`src/rtl/psra_pkg.sv`:
```
// psra_pkg: status codes, operation codes and register indexes of the per-sensor
// running average unit. No dependencies; imported by the top level and its checkers.
package psra_pkg;

   localparam int STATUS_W = 3;

   localparam logic [STATUS_W-1:0] STAT_MAP_STORED = 3'd0;
   localparam logic [STATUS_W-1:0] STAT_FILLING    = 3'd1;
   localparam logic [STATUS_W-1:0] STAT_UPDATED    = 3'd2;
   localparam logic [STATUS_W-1:0] STAT_UNKNOWN    = 3'd3;
   localparam logic [STATUS_W-1:0] STAT_TABLE_FULL = 3'd4;

   localparam logic OP_MAP    = 1'b0;
   localparam logic OP_SAMPLE = 1'b1;

   localparam logic CSR_LOW_LIMIT  = 1'b0;
   localparam logic CSR_HIGH_LIMIT = 1'b1;

   localparam logic signed [15:0] LOW_LIMIT_RESET  = 16'sd0;
   localparam logic signed [15:0] HIGH_LIMIT_RESET = 16'sd7680;

endpackage

```
`src/rtl/psra_mean_div.sv`:
```
// psra_mean_div: signed window sum divided by WINDOW, truncated toward zero.
// Two register stages: reciprocal multiply, then one-step correction and sign.
// No package dependencies.
module psra_mean_div #(
   parameter int WINDOW = 8,
   parameter int SUMW   = 19
) (
   input  logic                   clock,
   input  logic signed [SUMW-1:0] sum,
   output logic        [15:0]     average
);

   localparam int MAGW  = SUMW;
   localparam int SHIFT = SUMW;
   localparam int PRODW = MAGW + SHIFT + 1;
   localparam logic [SHIFT:0] RECIP = (SHIFT + 1)'((64'd1 << SHIFT) / WINDOW);

   logic [MAGW-1:0]  mag;
   logic [PRODW-1:0] prod_in;
   logic [PRODW-1:0] prod_ff;
   logic [MAGW-1:0]  mag_ff;
   logic             neg_ff;
   logic [MAGW-1:0]  q0;
   logic [MAGW-1:0]  qw;
   logic [MAGW-1:0]  rem;
   logic [MAGW-1:0]  quot;
   logic [15:0]      average_in;
   logic [15:0]      average_ff;

   always_comb begin
      mag     = sum[SUMW-1] ? MAGW'(-sum) : MAGW'(sum);
      prod_in = PRODW'(mag) * PRODW'(RECIP);
   end

   always_ff @(posedge clock) begin
      prod_ff <= prod_in;
      mag_ff  <= mag;
      neg_ff  <= sum[SUMW-1];
   end

   // q0 is the true quotient or one below it
   always_comb begin
      q0         = prod_ff[SHIFT +: MAGW];
      qw         = q0 * MAGW'(WINDOW);
      rem        = mag_ff - qw;
      quot       = (rem >= MAGW'(WINDOW)) ? q0 + MAGW'(1) : q0;
      average_in = neg_ff ? -quot[15:0] : quot[15:0];
   end

   always_ff @(posedge clock) begin
      average_ff <= average_in;
   end

   assign average = average_ff;

endmodule

```
`src/rtl/per_sensor_running_average_unit.sv`:
```
// per_sensor_running_average_unit: sensor table with per-sensor moving average and alarm.
// Depends on psra_pkg and psra_mean_div.
//
// Usage:
//   Input beats are commands: one is taken at a clock edge where start is high and
//   busy is low. req_operation 0 appends a sensor-to-room entry; 1 delivers a sample.
//   Every command yields exactly one result beat: rsp_valid is high for one cycle
//   with the rsp_ fields; the receiver cannot stall and must take it then.
//   Map commands, and samples while the table is empty, finish in the accept cycle:
//   busy stays low and the result shows in the next cycle.
//   A sample scans the sensor record memory one entry a cycle. A sample that hits
//   entry k keeps busy high through the scan up to entry k, window read, multiply,
//   correction and write-back; its result shows in the first cycle busy is low again.
//   A sample for an unknown sensor keeps busy high while it scans every loaded entry.
//   The record scan sets the rate; a new command may be taken while a result shows.
//   Limits are written on the csr_ port at any edge with csr_write high and reset low.
//   Synchronous reset empties the table and restores the limits; no clearing pass.
module per_sensor_running_average_unit
   import psra_pkg::*;
#(
   parameter int MAX_SENSORS = 16,
   parameter int WINDOW      = 8
) (
   input  logic                clock,
   input  logic                reset,
   input  logic                start,
   output logic                busy,
   input  logic                req_operation,
   input  logic [15:0]         req_sensor_id,
   input  logic [15:0]         req_room_id,
   input  logic signed [15:0]  req_sample_value,
   input  logic [31:0]         req_sample_time,
   output logic                rsp_valid,
   output logic [STATUS_W-1:0] rsp_status,
   output logic [15:0]         rsp_room_of_sensor,
   output logic signed [15:0]  rsp_average,
   output logic                rsp_too_hot,
   output logic                rsp_too_cold,
   output logic [31:0]         rsp_last_time,
   input  logic                csr_write,
   input  logic                csr_index,
   input  logic [15:0]         csr_wdata
);

   localparam int SLW   = (MAX_SENSORS > 1) ? $clog2(MAX_SENSORS) : 1;
   localparam int CW    = $clog2(MAX_SENSORS + 1);
   localparam int PW    = (WINDOW > 1) ? $clog2(WINDOW) : 1;
   localparam int SUMW  = 16 + $clog2(WINDOW);
   localparam int WDEP  = MAX_SENSORS * WINDOW;
   localparam int WAW   = (WDEP > 1) ? $clog2(WDEP) : 1;

   typedef struct packed {
      logic [15:0]            key;
      logic [15:0]            room;
      logic                   full;
      logic [PW-1:0]          pos;
      logic signed [SUMW-1:0] sum;
      logic [15:0]            avg;
      logic [31:0]            stamp;
   } rec_type;

   typedef enum logic [5:0] {
      S_IDLE = 6'b000001,
      S_SCAN = 6'b000010,
      S_WIN  = 6'b000100,
      S_MUL  = 6'b001000,
      S_CORR = 6'b010000,
      S_FIN  = 6'b100000
   } state_type;

   rec_type            rec_mem [MAX_SENSORS];
   logic signed [15:0] win_mem [WDEP];

   state_type              state_ff, state_in;
   logic [CW-1:0]          loaded_ff, loaded_in;
   logic [SLW-1:0]         scan_idx_ff, scan_idx_in;
   logic signed [15:0]     low_limit_ff, high_limit_ff;
   logic [15:0]            sid_ff, val_ff;
   logic [31:0]            ts_ff;
   logic signed [SUMW-1:0] sum_ff, sum_in;
   logic                   sum_load;

   logic                   rec_rd_en, rec_we;
   logic [SLW-1:0]         rec_raddr, rec_waddr;
   rec_type                rec_rd_ff, rec_wdata;
   logic                   win_rd_en, win_we;
   logic [WAW-1:0]         win_raddr, win_waddr;
   logic signed [15:0]     win_rd_ff;

   logic                   rsp_valid_ff, rsp_load;
   logic [STATUS_W-1:0]    rsp_status_ff, rsp_status_in;
   logic [15:0]            rsp_room_ff, rsp_room_in;
   logic [15:0]            rsp_avg_ff, rsp_avg_in;
   logic                   rsp_hot_ff, rsp_hot_in;
   logic                   rsp_cold_ff, rsp_cold_in;
   logic [31:0]            rsp_time_ff, rsp_time_in;

   logic                   accept, scan_hit, scan_last, pos_last;
   logic [15:0]            div_avg, new_avg;

   psra_mean_div #(
      .WINDOW (WINDOW),
      .SUMW   (SUMW)
   ) u_mean_div (
      .clock   (clock),
      .sum     (sum_ff),
      .average (div_avg)
   );

   assign accept    = start && (state_ff == S_IDLE);
   assign scan_hit  = (rec_rd_ff.key == sid_ff);
   assign scan_last = ((CW'(scan_idx_ff) + CW'(1)) == loaded_ff);
   assign pos_last  = (rec_rd_ff.pos == PW'(WINDOW - 1));
   assign new_avg   = rec_rd_ff.full ? div_avg : rec_rd_ff.avg;

   always_comb begin
      state_in      = state_ff;
      loaded_in     = loaded_ff;
      scan_idx_in   = scan_idx_ff;
      sum_in        = sum_ff;
      sum_load      = 1'b0;
      rec_rd_en     = 1'b0;
      rec_raddr     = scan_idx_ff;
      rec_we        = 1'b0;
      rec_waddr     = scan_idx_ff;
      rec_wdata     = rec_rd_ff;
      win_rd_en     = 1'b0;
      win_raddr     = WAW'(scan_idx_ff * WINDOW + rec_rd_ff.pos);
      win_we        = 1'b0;
      win_waddr     = WAW'(scan_idx_ff * WINDOW + rec_rd_ff.pos);
      rsp_load      = 1'b0;
      rsp_status_in = STAT_UNKNOWN;
      rsp_room_in   = '0;
      rsp_avg_in    = '0;
      rsp_hot_in    = 1'b0;
      rsp_cold_in   = 1'b0;
      rsp_time_in   = '0;
      case (state_ff)
         S_IDLE: begin
            if (accept) begin
               if (req_operation == OP_MAP) begin
                  rsp_load = 1'b1;
                  if (loaded_ff >= CW'(MAX_SENSORS)) begin
                     rsp_status_in = STAT_TABLE_FULL;
                  end else begin
                     rec_we        = 1'b1;
                     rec_waddr     = loaded_ff[SLW-1:0];
                     rec_wdata     = '{key: req_sensor_id, room: req_room_id, full: 1'b0,
                                       pos: '0, sum: '0, avg: '0, stamp: '0};
                     loaded_in     = loaded_ff + CW'(1);
                     rsp_status_in = STAT_MAP_STORED;
                     rsp_room_in   = req_room_id;
                  end
               end else if (loaded_ff == '0) begin
                  rsp_load = 1'b1;
               end else begin
                  rec_rd_en   = 1'b1;
                  rec_raddr   = '0;
                  scan_idx_in = '0;
                  state_in    = S_SCAN;
               end
            end
         end
         S_SCAN: begin
            if (scan_hit) begin
               win_rd_en = 1'b1;
               state_in  = S_WIN;
            end else if (scan_last) begin
               rsp_load = 1'b1;
               state_in = S_IDLE;
            end else begin
               rec_rd_en   = 1'b1;
               rec_raddr   = scan_idx_ff + SLW'(1);
               scan_idx_in = scan_idx_ff + SLW'(1);
            end
         end
         S_WIN: begin
            sum_load = 1'b1;
            sum_in   = rec_rd_ff.sum + SUMW'($signed(val_ff))
                     - (rec_rd_ff.full ? SUMW'(win_rd_ff) : SUMW'(0));
            state_in = S_MUL;
         end
         S_MUL: begin
            state_in = S_CORR;
         end
         S_CORR: begin
            state_in = S_FIN;
         end
         S_FIN: begin
            rec_we          = 1'b1;
            rec_wdata.full  = rec_rd_ff.full | pos_last;
            rec_wdata.pos   = pos_last ? PW'(0) : rec_rd_ff.pos + PW'(1);
            rec_wdata.sum   = sum_ff;
            rec_wdata.avg   = new_avg;
            rec_wdata.stamp = ts_ff;
            win_we          = 1'b1;
            rsp_load        = 1'b1;
            rsp_status_in   = rec_rd_ff.full ? STAT_UPDATED : STAT_FILLING;
            rsp_room_in     = rec_rd_ff.room;
            rsp_avg_in      = new_avg;
            rsp_hot_in      = rec_rd_ff.full && ($signed(new_avg) > high_limit_ff);
            rsp_cold_in     = rec_rd_ff.full && ($signed(new_avg) < low_limit_ff);
            rsp_time_in     = ts_ff;
            state_in        = S_IDLE;
         end
         default: begin
            state_in = S_IDLE;
         end
      endcase
   end

   always_ff @(posedge clock) begin
      if (reset) begin
         state_ff      <= S_IDLE;
         loaded_ff     <= '0;
         low_limit_ff  <= LOW_LIMIT_RESET;
         high_limit_ff <= HIGH_LIMIT_RESET;
         rsp_valid_ff  <= 1'b0;
      end else begin
         state_ff     <= state_in;
         loaded_ff    <= loaded_in;
         rsp_valid_ff <= rsp_load;
         if (csr_write) begin
            case (csr_index)
               CSR_LOW_LIMIT:  low_limit_ff  <= $signed(csr_wdata);
               CSR_HIGH_LIMIT: high_limit_ff <= $signed(csr_wdata);
               default: ;
            endcase
         end
      end
   end

   always_ff @(posedge clock) begin
      scan_idx_ff <= scan_idx_in;
      if (sum_load) begin
         sum_ff <= sum_in;
      end
      if (accept) begin
         sid_ff <= req_sensor_id;
         val_ff <= req_sample_value;
         ts_ff  <= req_sample_time;
      end
      if (rsp_load) begin
         rsp_status_ff <= rsp_status_in;
         rsp_room_ff   <= rsp_room_in;
         rsp_avg_ff    <= rsp_avg_in;
         rsp_hot_ff    <= rsp_hot_in;
         rsp_cold_ff   <= rsp_cold_in;
         rsp_time_ff   <= rsp_time_in;
      end
   end

   // sensor record memory
   always_ff @(posedge clock) begin
      if (rec_we) begin
         rec_mem[rec_waddr] <= rec_wdata;
      end
      if (rec_rd_en) begin
         rec_rd_ff <= rec_mem[rec_raddr];
      end
   end

   // sample window memory, circular per sensor
   always_ff @(posedge clock) begin
      if (win_we) begin
         win_mem[win_waddr] <= $signed(val_ff);
      end
      if (win_rd_en) begin
         win_rd_ff <= win_mem[win_raddr];
      end
   end

   assign busy               = (state_ff != S_IDLE);
   assign rsp_valid          = rsp_valid_ff;
   assign rsp_status         = rsp_status_ff;
   assign rsp_room_of_sensor = rsp_room_ff;
   assign rsp_average        = $signed(rsp_avg_ff);
   assign rsp_too_hot        = rsp_hot_ff;
   assign rsp_too_cold       = rsp_cold_ff;
   assign rsp_last_time      = rsp_time_ff;

endmodule

```
`config.mk`:
```
export PLATFORM = sky130hd
export DESIGN_NAME = per_sensor_running_average_unit
export DESIGN_NICKNAME = d
export VERILOG_FILES = /design/src/rtl/psra_pkg.sv /design/src/rtl/psra_mean_div.sv /design/src/rtl/per_sensor_running_average_unit.sv
export SDC_FILE = /design/constraint.sdc
export NUM_CORES = 2
export LEC_CHECK = 0
export BUFFER_PORTS_ARGS = -buffer_cell sky130_fd_sc_hd__buf_2
export CORE_MARGIN = 2
export CORE_UTILIZATION = 60
export CTS_CLUSTER_SIZE = 12
export DETAILED_ROUTE_END_ITERATION = 6
export HOLD_SLACK_MARGIN = 0.15
export PLACE_DENSITY_LB_ADDON = 0.08
export RECOVER_POWER = 50
export REMOVE_ABC_BUFFERS = 1
export SLEW_MARGIN = 30
export SYNTH_ARGS = -nofsm -noshare
export SYNTH_HDL_FRONTEND = slang
export SYNTH_HIERARCHICAL = 1
export SYNTH_SLANG_ARGS = --single-unit
```
`constraint.sdc`:
```
create_clock -name clock -period 7.7 [get_ports clock]
set_clock_uncertainty 0.1 [all_clocks]
set_input_delay 1.155 -clock clock [delete_from_list [all_inputs] [get_ports clock]]
set_output_delay 1.155 -clock clock [all_outputs]
set_load 0.005 [all_outputs]
```
==> results.ini <==
[status]
status = complete, but fails checks
violations = capacitance limit, slew limit

[placement]
port_buffers = 172
gp_congestion = 0.8665
place_ws_ps = 1928
hpwl_mm = 193.3
place_inst = 10990

[critical_path]
cp-start-kind = register
worst-endpoint-required_ps = 8210
critPathLaunch = rec_rd_ff[67]
endpoint_kind = register
path_cells = buf_12 > nand2_1 > nor2_1 > clkbuf_1 > nand2_1 > nor2_1 > buf_4
crit_path_end = win_mem[27][13]
regToRegStartpoint = rec_rd_ff[67]
timing.rr.end = win_mem[27][13]
critPathMaxFanout = 28
worstSetupPathType = register to register
rr_worst_depth = 7
slowest_stage = clkbuf_1
arrival_ps = 7390
max_stage_delay_ps = 1570
cp.buffers_inverters = 3
cp.depth = 7
critical-path-top-delay-family = simple AND/OR/NAND/NOR gates
r2r_slack_ps = 810

[synthesis]
synth_top_family_by_area = compound AO/OA/AOI/OAI gates
synth_top_area_share_pct = 76.72
yosys_warnings = 6
synthFlopType = edfxtp_1
yosys.area_share.xor_xnor_pct = 0.4707
synth_compound_area_share_pct = 10.32
synth_edf_count = 3423
syn_inst = 8051
synth_area_per_cell_um2 = 16.64
synth_area_mm2 = 0.1340
synth_fa_ha_area_share_pct = 0.8293
ys_seq_area_share_pct = 77.93
yosysTopAreaCell = edfxtp_1
yosys.area_share.simple_pct = 4.691
ys_types = 70
async_flop_share_pct = 0
synth_seq_cells = 3504
synthMuxAreaShare_pct = 3.816
synthTopCellsByArea = edfxtp_1 77%, a22oi_1 3.3%, mux2i_1 2.5%

[global_routing]
antenna_found_initial = 9
track_usage_pct = 31.48
gr-usage-met1_pct = 43.27
use_met3_pct = 4.797
busiest_layer = met2
grt_pass1_wl_mm = 522.4
overflow = 0
grt_max_degree = 169
grt_pass1_vias = 75050
grt_use_met2_pct = 51.18

[timing]
setup_violations = 0
hold_violations = 0
relSlewSlack_pct = -317.9
fin_ws_ps = 813.0
finalMaxSlewViolations = 2224
min_period_over_period_pct = 89.44
fmax_mhz = 145.2
worstMarginPinSlew_ps = 6269
fin_tns_setup_ps = 0
period_needed_ps = 6887
whs_ps = 285.9
rsz0062_at_grt = false

[floorplanning]
dieHeight_um = 476.5
rows = 173
ios = 173
die_area_mm2 = 0.2271
start_util_pct = 60.33
chipWidth_um = 476.5
coreArea_mm2 = 0.2221

[clocking]
ctsLongestPathBuffers = 4
cts-buffers-inserted = 364
clock-sinks = 3504
cts.repair.resized = 0
post_cts.repair.setup_buffers = 0
htreeDepth = 5
insertion_delay_ps = 940
clk_pin_slew_ps = 60
cts_tree = done
root_buffer = clkbuf_16
hold_buffers = 0

[route]
avgViaCountPerCell = 6.740
num_vias = 77860
first_pass_iters = 6
drt_wl_total_mm = 364.0
first_iter_violations = 10320
wl_per_cell_um = 31.50
final_antenna_net_count = 0
drc = 0

[pwr]
power.density_mw_per_mm2 = 282.8
peakVddDrop_v = 0.0002304
leakage_nw = 49.53

[hold_path]
hp-start = req_sample_value[1]
min_path_type = input pin to register

[finish]
utilization_pct = 67.33
areaGrowthSynthToFinish_pct = 11.62
final_layout_size_suffix_gt1_share_pct = 10.98
fin_nets = 8566
fin_cells = 11550

[job]
drv_cap = 42

synth_stat cells (32+ instances only):
master	number
xnor2_1	47
a22oi_1	597
a22o_1	147
edfxtp_1	3423
o21ai_0	115
clkbuf_1	428
a21oi_1	471
and2_1	73
buf_2	37
nand2_1	651
or4_1	73
inv_1	119
a221oi_1	370
nand3_1	56
buf_1	59
mux4_2	32
o211ai_1	55
mux2i_1	336
nor2_1	219
dfxtp_1	81
nand4_1	172
mux2_2	90
o31ai_1	58
ha_1	60
flip-flops by register name (all words and copies together), names as in the netlist:
register	flops
ts_ff	32
rsp_average	16
win_rd_ff	16
state_ff	6
high_limit_ff	16
rsp_status	3
sum_ff	19
low_limit_ff	16
u_mean_div/average	16
rsp_too_cold	1
rec_mem	1136
rsp_valid	1
val_ff	16
sid_ff	16
rec_rd_ff	71
rsp_room_of_sensor	16
rsp_last_time	32
scan_idx_ff	4
loaded_ff	5
rsp_too_hot	1
u_mean_div/prod_ff	16
u_mean_div/neg_ff	1
win_mem	2048
final cells by class:
| type | count | area (um^2) |
|---|---|---|
| Multi-Input combinational cell | 3891 | 27200 |
| Timing Repair Buffer | 505 | 3542 |
| Sequential cell | 3504 | 104400 |
| Antenna cell | 6 | 15.01 |
| Clock buffer | 466 | 9618 |
| Tap cell | 2975 | 3722 |
| Fill cell | 15010 | 72550 |
| Clock inverter | 86 | 559.3 |
| Inverter | 120 | 466.7 |
where the power goes:
part	internal [mW]	switching [mW]	leakage, nW
Clock	8.87	6.76	4.96
Combinational	1.55	3.61	12.9
Sequential	21.4	0.0961	31.6
Total	31.8	10.5	49.5
kinds of logic after synthesis:
group	count (synthesis)
mux	459
buf+inv	656
simple gates	1344
flops	3504
xor+xnor	72
compound gates	1938
fa+ha+maj	78
cell usage in the layout, fill, tap and decap left out, types with 18 or more instances in the layout:
cell and instances:
fa_1 18, clkinv_2 19, nand3_1 56, mux2_2 89, a221oi_1 370, ha_1 60
mux4_2 32, nor3_1 19, a22oi_1 597, buf_12 42, clkbuf_16 369, xnor2_1 47
nand4_1 172, clkbuf_1 232, and2_0 41, edfxtp_1 3423, clkinv_1 53, a22o_1 147
o31ai_1 55, buf_2 120, inv_1 117, dfxtp_1 79, mux2i_1 335, or4_1 74
a21o_1 26, buf_4 202, a21oi_1 471, o21ai_0 113, and2_1 31, nor2_1 201
xor2_1 25, nand2_1 651, o211ai_1 55
worst min-delay path by stage:
stage                                  to  slack, ps  cells past startpoint
floorplan           u_mean_div/average[0]        260                      0
global placement          low_limit_ff[5]        350                      2
detailed placement  u_mean_div/average[0]        350                      0
CTS                             val_ff[0]        220                      1
global route                   val_ff[15]        240                      1
finish                          val_ff[1]        290                      1
routing by layer:
layer,up-vias,share of wire (%)
met5,-,0.0030
met3,779,9.1
met2,4398,49
li1,32920,-
met1,39760,38
met4,2,4.2
metrics by stage:
stage | instance area (um^2) | power, mW
floorplan | 131800 | 25.57
global placement | 139700 | 26.82
detailed placement | 139800 | 26.94
CTS | 149900 | 42.33
global route | 149500 | 43.48
finish | 149500 | 42.29
Power figures use the tool's default switching activity.
